==> src/sv/msr_pkg.sv <==
// Package for the modular square root block: widths, status codes, constants.
// No dependencies.
`default_nettype none
package msr_pkg;
    localparam int W = 32;
    localparam logic [W-1:0] MOD_RESET = 32'd1000000007;
    localparam logic [W-1:0] NONRES_LIMIT = 32'd4096;
    localparam logic [1:0]   ADDR_MODULUS = 2'd0;

    typedef enum logic [1:0] {
        ST_OK       = 2'd0,
        ST_NONRES   = 2'd1,
        ST_RANGE    = 2'd2,
        ST_NOTPRIME = 2'd3
    } status_t;

    typedef struct packed {
        logic         start;
        logic [W-1:0] a;
        logic [W-1:0] b;
        logic [W-1:0] m;
    } mul_req_t;
endpackage
`default_nettype wire

==> src/sv/msr_mulmod.sv <==
// Bit-serial modular multiplier: r = a*b mod m, one bit of b per cycle.
// Depends on msr_pkg.
`default_nettype none
module msr_mulmod
    import msr_pkg::*;
(
    input  wire logic         clk,
    input  wire logic         rst_n,
    input  wire mul_req_t     req,
    output logic              done,
    output logic [W-1:0]      result
);
    logic [W-1:0] a_reg, b_reg, m_reg, r_reg;
    logic [5:0]   cnt_reg;
    logic         busy_reg;
    logic [W:0]   dbl, dsub, adds, asub;
    logic [W-1:0] r1, r2;

    always_comb
    begin
        dbl  = {r_reg, 1'b0};
        dsub = dbl - {1'b0, m_reg};
        r1   = (dbl >= {1'b0, m_reg}) ? dsub[W-1:0] : dbl[W-1:0];
        adds = {1'b0, r1} + {1'b0, a_reg};
        asub = adds - {1'b0, m_reg};
        if (b_reg[W-1])
            r2 = (adds >= {1'b0, m_reg}) ? asub[W-1:0] : adds[W-1:0];
        else
            r2 = r1;
    end

    always_ff @(posedge clk or negedge rst_n)
    begin
        if (!rst_n)
        begin
            busy_reg <= 1'b0;
            cnt_reg  <= '0;
            done     <= 1'b0;
        end
        else
        begin
            done <= 1'b0;
            if (req.start)
            begin
                busy_reg <= 1'b1;
                cnt_reg  <= 6'(W);
                a_reg    <= req.a;
                b_reg    <= req.b;
                m_reg    <= req.m;
                r_reg    <= '0;
            end
            else if (busy_reg)
            begin
                r_reg   <= r2;
                b_reg   <= {b_reg[W-2:0], 1'b0};
                cnt_reg <= cnt_reg - 6'd1;
                if (cnt_reg == 6'd1)
                begin
                    busy_reg <= 1'b0;
                    done     <= 1'b1;
                end
            end
        end
    end

    assign result = r_reg;
endmodule
`default_nettype wire

==> src/sv/msr_seq.sv <==
// Sequencer for Tonelli-Shanks: drives the shared modular multiplier.
// Depends on msr_pkg and msr_mulmod.
`default_nettype none
module msr_seq
    import msr_pkg::*;
(
    input  wire logic         clk,
    input  wire logic         rst_n,
    input  wire logic         go,
    input  wire logic [W-1:0] x_in,
    input  wire logic [W-1:0] p_in,
    output logic              busy,
    output logic              fin,
    output logic [W-1:0]      root_out,
    output status_t           st_out
);
    typedef enum logic [4:0] {
        S_IDLE, S_CHECK, S_POW_INIT, S_POW_MUL, S_POW_MW, S_POW_SQ, S_POW_SW,
        S_EULER_DONE, S_FACTOR, S_Z_CHECK, S_C_DONE, S_T_DONE, S_R_DONE,
        S_LOOP, S_SQ_W, S_SQ_CHK, S_B_SQ, S_B_W, S_C_W, S_T_W, S_RB_W,
        S_FINAL_W, S_FINAL
    } state_t;

    typedef enum logic [2:0] {
        P_EULER, P_R34, P_ZTEST, P_C, P_T, P_R
    } pow_t;

    state_t       state_reg;
    pow_t         pw_reg, ret_reg;
    logic [W-1:0] p_reg, x_reg, half_reg, q_reg, z_reg, zlim_reg;
    logic [W-1:0] c_reg, t_reg, r_reg, b_reg, sq_reg;
    logic [W-1:0] pb_reg, pe_reg, pr_reg;
    logic [5:0]   s_reg, m_reg, i_reg, k_reg;
    mul_req_t     req;
    logic         mdone;
    logic [W-1:0] mres;
    logic [W-1:0] pmr;

    msr_mulmod u_mul (.clk(clk), .rst_n(rst_n), .req(req), .done(mdone), .result(mres));

    assign pmr = p_reg - r_reg;

    always_ff @(posedge clk or negedge rst_n)
    begin
        if (!rst_n)
        begin
            state_reg <= S_IDLE;
            fin       <= 1'b0;
            req       <= '0;
            st_out    <= ST_OK;
            root_out  <= '0;
            pw_reg    <= P_EULER;
            ret_reg   <= P_EULER;
        end
        else
        begin
            fin       <= 1'b0;
            req.start <= 1'b0;
            unique case (state_reg)
                S_IDLE:
                begin
                    if (go)
                    begin
                        p_reg     <= p_in;
                        x_reg     <= x_in;
                        state_reg <= S_CHECK;
                    end
                end
                S_CHECK:
                begin
                    half_reg <= {1'b0, p_reg[W-1:1]};
                    if (p_reg < 3 || !p_reg[0])
                    begin
                        st_out <= ST_NOTPRIME; root_out <= '0; fin <= 1'b1;
                        state_reg <= S_IDLE;
                    end
                    else if (x_reg >= p_reg)
                    begin
                        st_out <= ST_RANGE; root_out <= '0; fin <= 1'b1;
                        state_reg <= S_IDLE;
                    end
                    else if (x_reg == '0)
                    begin
                        st_out <= ST_OK; root_out <= '0; fin <= 1'b1;
                        state_reg <= S_IDLE;
                    end
                    else
                    begin
                        pb_reg <= x_reg; pe_reg <= {1'b0, p_reg[W-1:1]};
                        pr_reg <= W'(1); ret_reg <= P_EULER;
                        state_reg <= S_POW_INIT;
                    end
                end
                // exponent loop: multiply on set bit, square base, shift
                S_POW_INIT:
                begin
                    pw_reg <= ret_reg;
                    if (pe_reg == '0)
                        state_reg <= S_EULER_DONE;
                    else if (pe_reg[0])
                    begin
                        req <= '{start: 1'b1, a: pr_reg, b: pb_reg, m: p_reg};
                        state_reg <= S_POW_MW;
                    end
                    else
                        state_reg <= S_POW_SQ;
                end
                S_POW_MW:
                begin
                    if (mdone)
                    begin
                        pr_reg <= mres;
                        state_reg <= S_POW_SQ;
                    end
                end
                S_POW_SQ:
                begin
                    req <= '{start: 1'b1, a: pb_reg, b: pb_reg, m: p_reg};
                    state_reg <= S_POW_SW;
                end
                S_POW_SW:
                begin
                    if (mdone)
                    begin
                        pb_reg <= mres;
                        pe_reg <= {1'b0, pe_reg[W-1:1]};
                        state_reg <= S_POW_INIT;
                    end
                end
                S_POW_MUL: state_reg <= S_POW_INIT;
                S_EULER_DONE:
                begin
                    case (pw_reg)
                        P_EULER:
                        begin
                            if (pr_reg != W'(1))
                            begin
                                st_out <= ST_NONRES; root_out <= '0; fin <= 1'b1;
                                state_reg <= S_IDLE;
                            end
                            else if (p_reg[1:0] == 2'b11)
                            begin
                                pb_reg <= x_reg;
                                pe_reg <= {2'b00, p_reg[W-1:2]} + W'(1);
                                pr_reg <= W'(1); ret_reg <= P_R34;
                                state_reg <= S_POW_INIT;
                            end
                            else
                            begin
                                q_reg <= p_reg - W'(1); s_reg <= '0;
                                state_reg <= S_FACTOR;
                            end
                        end
                        P_R34:
                        begin
                            r_reg <= pr_reg;
                            state_reg <= S_FINAL;
                        end
                        P_ZTEST:
                        begin
                            if (pr_reg != W'(1))
                            begin
                                pb_reg <= z_reg; pe_reg <= q_reg; pr_reg <= W'(1);
                                ret_reg <= P_C; state_reg <= S_POW_INIT;
                            end
                            else
                            begin
                                z_reg <= z_reg + W'(1);
                                state_reg <= S_Z_CHECK;
                            end
                        end
                        P_C:
                        begin
                            c_reg <= pr_reg; m_reg <= s_reg;
                            pb_reg <= x_reg; pe_reg <= q_reg; pr_reg <= W'(1);
                            ret_reg <= P_T; state_reg <= S_POW_INIT;
                        end
                        P_T:
                        begin
                            t_reg <= pr_reg;
                            pb_reg <= x_reg;
                            pe_reg <= {1'b0, q_reg[W-1:1]} + W'(1);
                            pr_reg <= W'(1); ret_reg <= P_R; state_reg <= S_POW_INIT;
                        end
                        default:
                        begin
                            r_reg <= pr_reg;
                            state_reg <= S_LOOP;
                        end
                    endcase
                end
                S_FACTOR:
                begin
                    if (!q_reg[0])
                    begin
                        q_reg <= {1'b0, q_reg[W-1:1]};
                        s_reg <= s_reg + 6'd1;
                    end
                    else
                    begin
                        z_reg <= W'(2);
                        zlim_reg <= (p_reg - W'(1) < NONRES_LIMIT) ? p_reg - W'(1)
                                                                  : NONRES_LIMIT;
                        state_reg <= S_Z_CHECK;
                    end
                end
                S_Z_CHECK:
                begin
                    if (z_reg > zlim_reg)
                    begin
                        st_out <= ST_NOTPRIME; root_out <= '0; fin <= 1'b1;
                        state_reg <= S_IDLE;
                    end
                    else
                    begin
                        pb_reg <= z_reg; pe_reg <= half_reg; pr_reg <= W'(1);
                        ret_reg <= P_ZTEST; state_reg <= S_POW_INIT;
                    end
                end
                S_LOOP:
                begin
                    if (t_reg == '0 || t_reg == W'(1))
                        state_reg <= S_FINAL;
                    else
                    begin
                        i_reg <= 6'd1;
                        req <= '{start: 1'b1, a: t_reg, b: t_reg, m: p_reg};
                        state_reg <= S_SQ_W;
                    end
                end
                S_SQ_W:
                begin
                    if (mdone)
                    begin
                        sq_reg <= mres;
                        state_reg <= S_SQ_CHK;
                    end
                end
                S_SQ_CHK:
                begin
                    if (sq_reg != W'(1) && i_reg < m_reg)
                    begin
                        i_reg <= i_reg + 6'd1;
                        req <= '{start: 1'b1, a: sq_reg, b: sq_reg, m: p_reg};
                        state_reg <= S_SQ_W;
                    end
                    else if (i_reg >= m_reg)
                    begin
                        st_out <= ST_NOTPRIME; root_out <= '0; fin <= 1'b1;
                        state_reg <= S_IDLE;
                    end
                    else
                    begin
                        b_reg <= c_reg; k_reg <= '0;
                        state_reg <= S_B_SQ;
                    end
                end
                S_B_SQ:
                begin
                    if (k_reg + 6'd1 < m_reg - i_reg)
                    begin
                        req <= '{start: 1'b1, a: b_reg, b: b_reg, m: p_reg};
                        state_reg <= S_B_W;
                    end
                    else
                    begin
                        m_reg <= i_reg;
                        req <= '{start: 1'b1, a: b_reg, b: b_reg, m: p_reg};
                        state_reg <= S_C_W;
                    end
                end
                S_B_W:
                begin
                    if (mdone)
                    begin
                        b_reg <= mres; k_reg <= k_reg + 6'd1;
                        state_reg <= S_B_SQ;
                    end
                end
                S_C_W:
                begin
                    if (mdone)
                    begin
                        c_reg <= mres;
                        req <= '{start: 1'b1, a: t_reg, b: mres, m: p_reg};
                        state_reg <= S_T_W;
                    end
                end
                S_T_W:
                begin
                    if (mdone)
                    begin
                        t_reg <= mres;
                        req <= '{start: 1'b1, a: r_reg, b: b_reg, m: p_reg};
                        state_reg <= S_RB_W;
                    end
                end
                S_RB_W:
                begin
                    if (mdone)
                    begin
                        r_reg <= mres;
                        state_reg <= S_LOOP;
                    end
                end
                S_FINAL:
                begin
                    req <= '{start: 1'b1, a: r_reg, b: r_reg, m: p_reg};
                    state_reg <= S_FINAL_W;
                end
                S_FINAL_W:
                begin
                    if (mdone)
                    begin
                        fin <= 1'b1;
                        state_reg <= S_IDLE;
                        if (mres != x_reg)
                        begin
                            st_out <= ST_NOTPRIME; root_out <= '0;
                        end
                        else
                        begin
                            st_out <= ST_OK;
                            root_out <= (pmr < r_reg) ? pmr : r_reg;
                        end
                    end
                end
                default: state_reg <= S_IDLE;
            endcase
        end
    end

    assign busy = (state_reg != S_IDLE);
endmodule
`default_nettype wire

==> src/sv/modular_square_root_top.sv <==
// Top level of the modular square root block: APB register and command port.
// Depends on msr_pkg and msr_seq.
`default_nettype none
// Returns the smaller square root of value modulo the odd prime in the modulus
// register (byte address 0). Pulse start while busy is low; one result appears
// on root/status with done high for exactly one cycle and must be taken then.
// Every modular product runs through one bit-serial multiplier, which takes
// a request and then works through the second operand bit by bit. An
// exponentiation squares the base once per exponent bit and multiplies once
// more per set bit. Tonelli-Shanks adds one exponentiation per non-residue
// candidate, three more, and the reduction loop. The special cases raise done
// straight from the check state after start is taken.
module modular_square_root_top
    import msr_pkg::*;
(
    input  wire logic        clk,
    input  wire logic        rst_n,
    input  wire logic        psel,
    input  wire logic        penable,
    input  wire logic        pwrite,
    input  wire logic [1:0]  paddr,
    input  wire logic [31:0] pwdata,
    output logic [31:0]      prdata,
    output logic             pready,
    input  wire logic        start,
    input  wire logic [31:0] value,
    output logic             busy,
    output logic             done,
    output logic [31:0]      root,
    output logic [1:0]       status
);
    logic [W-1:0] modulus_reg;
    status_t      st;
    logic         sbusy;

    always_ff @(posedge clk or negedge rst_n)
    begin
        if (!rst_n)
            modulus_reg <= MOD_RESET;
        else if (psel && penable && pwrite && paddr == ADDR_MODULUS)
            modulus_reg <= pwdata;
    end

    assign pready = 1'b1;
    assign prdata = (paddr == ADDR_MODULUS) ? modulus_reg : '0;

    msr_seq u_seq (
        .clk(clk), .rst_n(rst_n), .go(start && !sbusy), .x_in(value),
        .p_in(modulus_reg), .busy(sbusy), .fin(done), .root_out(root), .st_out(st)
    );

    assign busy   = sbusy;
    assign status = st;
endmodule
`default_nettype wire
==> config.mk <==
export PLATFORM = sky130hd
export DESIGN_NAME = modular_square_root_top
export DESIGN_NICKNAME = d
export VERILOG_FILES = /design/src/sv/msr_pkg.sv /design/src/sv/msr_mulmod.sv /design/src/sv/msr_seq.sv /design/src/sv/modular_square_root_top.sv
export SDC_FILE = /design/constraint.sdc
export NUM_CORES = 2
export LEC_CHECK = 0
export BUFFER_PORTS_ARGS = -buffer_cell sky130_fd_sc_hd__buf_2
export CAP_MARGIN = 20
export CORE_UTILIZATION = 57
export CTS_CLUSTER_DIAMETER = 60
export DETAILED_ROUTE_END_ITERATION = 10
export PLACE_DENSITY_LB_ADDON = 0.12
export SLEW_MARGIN = 15
export SYNTH_ARGS = -nofsm -noshare
export SYNTH_HDL_FRONTEND = slang
export SYNTH_SLANG_ARGS = --single-unit
==> constraint.sdc <==
create_clock -name clk -period 6.7 [get_ports clk]
set_input_delay 0.67 -clock clk [delete_from_list [all_inputs] [get_ports clk]]
set_output_delay 0.67 -clock clk [all_outputs]
set_load 0.05 [all_outputs]
==> flow_summary.html <==
<table>
<tr><th>Metric</th><th>Value</th></tr>
<tr><th colspan="2">Timing</th></tr>
<tr><td>Worst-case headroom to the max-slew limit</td><td>23.45%</td></tr>
<tr><td>Final critical delay including setup and external delays</td><td>6803 ps</td></tr>
<tr><td>Maximum clock skew at final layout</td><td>22.90 ps</td></tr>
<tr><td>Final hold violations</td><td>0</td></tr>
<tr><td>Final clock period utilization by the worst path</td><td>101.5%</td></tr>
<tr><td>Setup repair after global routing missed its margin</td><td>true</td></tr>
<tr><td>Post-route setup TNS</td><td>-1405 ps</td></tr>
<tr><td>Maximum clock rate</td><td>147.0 MHz</td></tr>
<tr><td>Worst Max-Slew Pin Slew</td><td>1148 ps</td></tr>
<tr><td>Final worst slack</td><td>-103.1 ps</td></tr>
<tr><td>Post-Route Hold Slack</td><td>204.1 ps</td></tr>
<tr><td>Count of pins over their slew limit</td><td>0</td></tr>
<tr><td>Final-report setup violation count</td><td>25</td></tr>
<tr><th colspan="2">Critical path</th></tr>
<tr><td>Critical Path Slowest Stage Cell</td><td>edfxtp_1</td></tr>
<tr><td>Buffering stage count on the worst path with inverters included</td><td>6</td></tr>
<tr><td>Startpoint-to-endpoint class of the critical path</td><td>register to register</td></tr>
<tr><td>Critical path data required time</td><td>7060 ps</td></tr>
<tr><td>Type of element capturing the critical path</td><td>register</td></tr>
<tr><td>CP startpoint kind</td><td>register</td></tr>
<tr><td>Most Frequent Cell on Critical Path</td><td>ha_4</td></tr>
<tr><td>Crit-path max cell delay</td><td>470 ps</td></tr>
<tr><td>Critical path arrival</td><td>7160 ps</td></tr>
<tr><td>Dominant delay contributor by cell family on the critical path</td><td>compound AO/OA/AOI/OAI gates</td></tr>
<tr><td>Highest fanout seen on the critical path</td><td>8</td></tr>
<tr><th colspan="2">Synth</th></tr>
<tr><td>Yosys warning total</td><td>0</td></tr>
<tr><td>Synth area leaders</td><td>edfxtp_1 39%, dfrtp_1 9.1%, ha_1 6.7%</td></tr>
<tr><td>Most repeated cell in the gate-level netlist after synthesis</td><td>edfxtp_1</td></tr>
<tr><td>Post-synth top area share</td><td>39.21%</td></tr>
<tr><td>Cell taking the most area after synthesis</td><td>edfxtp_1</td></tr>
<tr><td>Synthesized cell area</td><td>45,880 µm²</td></tr>
<tr><td>Number of library cell types mapped by synthesis</td><td>96</td></tr>
<tr><td>Ranking of synthesized cells by instance count</td><td>599 x edfxtp_1, 379 x nand2_1, 276 x nor2_1</td></tr>
<tr><td>Number of instances in the synthesized netlist</td><td>4,317</td></tr>
<tr><td>Synth async-reset ratio</td><td>23.40%</td></tr>
<tr><td>Number of enable-type register cells in the synthesized netlist</td><td>599</td></tr>
<tr><td>Commonest register cell after synthesis</td><td>edfxtp_1</td></tr>
<tr><td>Fraction of the yosys area taken by sequential cells</td><td>49.23%</td></tr>
<tr><td>Yosys reg bits</td><td>782</td></tr>
<tr><td>Syn_area_per_cell</td><td>10.63 µm²</td></tr>
<tr><th colspan="2">Pwr</th></tr>
<tr><td>Clk network pwr share</td><td>13.0%</td></tr>
<tr><td>Switch share</td><td>41.99%</td></tr>
<tr><td>PD cells</td><td>675.4 nW/µm²</td></tr>
<tr><td>Worst ir drop on vdd</td><td>0.8017 mV</td></tr>
<tr><td>Internal power consumption</td><td>0.02132 W</td></tr>
<tr><td>Leakage power</td><td>21.86 nW</td></tr>
<tr><td>Switching power</td><td>0.01543 W</td></tr>
<tr><td>Combinational cell fraction of total power</td><td>67.0%</td></tr>
<tr><td>Sequential Power Share</td><td>20.0%</td></tr>
<tr><th colspan="2">Die</th></tr>
<tr><td>Effective utilization at floorplan</td><td>57.88%</td></tr>
<tr><td>Site Rows</td><td>103</td></tr>
<tr><td>Width of the die</td><td>285.7 µm</td></tr>
<tr><td>Core outline area</td><td>79,260 µm²</td></tr>
<tr><td>Chip height</td><td>285.7 µm</td></tr>
<tr><td>Area of the die</td><td>81,620 µm²</td></tr>
<tr><td>Number of primary I/O pins</td><td>141</td></tr>
<tr><th colspan="2">Placement</th></tr>
<tr><td>Post-placement setup slack</td><td>-662.1 ps</td></tr>
<tr><td>Quantity of I/O buffers inserted on ports</td><td>139</td></tr>
<tr><td>RePlAce Congestion</td><td>0.9925</td></tr>
<tr><td>Detailed placement HPWL</td><td>113.0 mm</td></tr>
<tr><th colspan="2">Final layout</th></tr>
<tr><td>Share of cells above drive strength 1</td><td>23.60%</td></tr>
<tr><td>Register bank with the most flops</td><td>u_seq.req</td></tr>
<tr><td>Final-layout fill cell count</td><td>6,097</td></tr>
<tr><td>Utilization after layout</td><td>68.66%</td></tr>
<tr><td>Max FFs per register</td><td>97</td></tr>
<tr><td>Area Overhead vs Synth</td><td>18.63%</td></tr>
<tr><td># nets final</td><td>5,097</td></tr>
<tr><th colspan="2">Drt</th></tr>
<tr><td>Number of detailed-route iterations in the first pass</td><td>9</td></tr>
<tr><td>Drt total wl</td><td>154.7 mm</td></tr>
<tr><td>Via count</td><td>38,228</td></tr>
<tr><td>DRC viols</td><td>0</td></tr>
<tr><td>Initial DRC count</td><td>5,259</td></tr>
<tr><td>DR vias/cell</td><td>6.480</td></tr>
<tr><td>Detail-routed net length per standard cell</td><td>26.22 µm</td></tr>
<tr><td>Number of nets with antenna violations after routing</td><td>0</td></tr>
<tr><th colspan="2">GRT</th></tr>
<tr><td>GR Util All Layers</td><td>37.54%</td></tr>
<tr><td>Antenna violations before repair</td><td>5</td></tr>
<tr><td>Via count of the first global-routing pass</td><td>37,466</td></tr>
<tr><td>Wire length of the first global-routing pass</td><td>231.0 mm</td></tr>
<tr><td>GRT overflow</td><td>0</td></tr>
<tr><td>Largest net degree at the start of global routing</td><td>66</td></tr>
<tr><th colspan="2">Clocking</th></tr>
<tr><td>Total number of clock tree sinks</td><td>782</td></tr>
<tr><td>Later-pin clock latency in the skew report</td><td>650 ps</td></tr>
<tr><td>TritonCTS clock tree</td><td>done</td></tr>
<tr><td>TritonCTS buffer count</td><td>86</td></tr>
<tr><td>Clock tree root driver cell</td><td>clkbuf_16</td></tr>
<tr><td>Maximum number of buffers from clock root to sink</td><td>3</td></tr>
<tr><td>Register clock-pin slew on the reported worst setup and hold paths</td><td>60 ps</td></tr>
<tr><td>Number of levels in the clock H-tree</td><td>3</td></tr>
<tr><th colspan="2">Outcome</th></tr>
<tr><td>Result of the run</td><td>finished, violations left</td></tr>
<tr><td>Violated checks</td><td>setup timing</td></tr>
<tr><th colspan="2">Worst hold path</th></tr>
<tr><td>Worst min-delay path class</td><td>input pin to register</td></tr>
<tr><th colspan="2">Run</th></tr>
<tr><td>Total of max-cap violations</td><td>0</td></tr>
</table>
==> layout make-up <==
type                            instances  area (µm²)  area share (%)
Tap cell                             1050        1314           2.414
Sequential cell                       782       22590           41.51
Multi-Input combinational cell       3063       22480           41.30
Timing Repair Buffer                  589        4275           7.856
Antenna cell                            1       2.502        0.004598
Clock buffer                          121        2396           4.403
Inverter                              253       949.7           1.745
Clock inverter                         40       416.7          0.7656
==> per-layer routing <==
layer	global-route usage [%]	wire [µm]	part of all wire, %	vias up
met5	0.2326	23	0.015	-
li1	-	-	-	17205
met3	6.132	14720	9.5	474
met2	61.09	71200	46	2224
met4	20.88	10200	6.6	4
met1	47.90	58520	38	18321
==> kinds of logic after synthesis <==
group / count (synthesis) / synth area share (%)
and+or+nand+nor: 1286 / 13.94
AOI/OAI and AO/OA: 1023 / 15.30
DFF: 782 / 49.23
buffers and inverters: 490 / 4.140
adders and majority gates: 250 / 6.900
xor gates and xnor gates: 247 / 4.716
muxes: 237 / 5.758
other: 2 / 0.01637
==> power by group through the flow <==
stage	sequential, W	clock (W)	combinational (W)
floorplan	0.00703	0	0.0124
global placement	0.00735	0	0.0202
detailed placement	0.00737	0	0.0204
CTS	0.00729	0.00482	0.0227
global route	0.00740	0.00500	0.0264
finish	0.00735	0.00478	0.0246
==> cells in the final DEF (no fill, tap or decap), drive strengths merged, types with 13 or more instances in the layout <==
master  count
o32ai      13
and4       14
conb       20
edfxtp    599
nor4       69
nand3      90
o21bai     17
and3       44
buf       586
a21oi     261
clkbuf    123
dfstp      16
o31ai      17
nor3       67
o211ai     26
o21ai     233
clkinv     24
xor2       58
nand2b     44
or3        24
inv       260
nor2      276
and2       80
mux2      215
dfrtp     167
xnor2     189
mux2i      22
a21o       75
a222oi    155
or2        13
a211oi     31
a31oi      31
a221oi     21
nand3b     18
o22ai      19
o21a       20
nand2     379
nor2b      25
ha        245
nand4     124
==> stage by stage <==
step                      total power [W]  std cells  area (µm²)
final                             0.03675       5899       54420
after global routing              0.03877       5899       54420
after CTS                         0.03477       5880       53840
after detailed placement          0.02773       5693       50280
after global placement            0.02754       5691       50250
after floorplan                   0.01941       4335       45960
==> timing repair <==
action | in CTS | in global routing
resized for setup | 106 | 88
pin swaps | 56 | 58
buffers inserted | 24 | 17
hold buffers | 1 | 0
hold endpoints to repair | 14 | 0
setup endpoints to repair | 32 | 32
cloned | 2 | 2
==> worst reg2reg max path, delay by kind of cell, from the launching register on <==
family          cells  cell delay [ps]
compound gates     16             2870
xor+xnor            1              270
fa+ha+maj           3              760
buf+inv             6              810
flops               1              470
mux                 3              760
simple gates        3              580
==> worst paths after layout <==
path	start	endpoint	slack (ps)	cells past startpoint
worst max-delay path	u_seq.u_mul.result[1]	u_seq.u_mul.result[12]	-100	32
worst min-delay path	value[23]	u_seq.x_reg[23]	200	1
worst max register to register	u_seq.u_mul.result[1]	u_seq.u_mul.result[12]	-100	32
worst min register to register	u_seq.req[18]	u_seq.u_mul.m_reg[18]	440	0
max in group asynchronous	rst_n	u_seq.req[48]	4550	4
min in group asynchronous	rst_n	u_seq.req[69]	570	2
No activity file was read; power rests on OpenSTA's default activity.
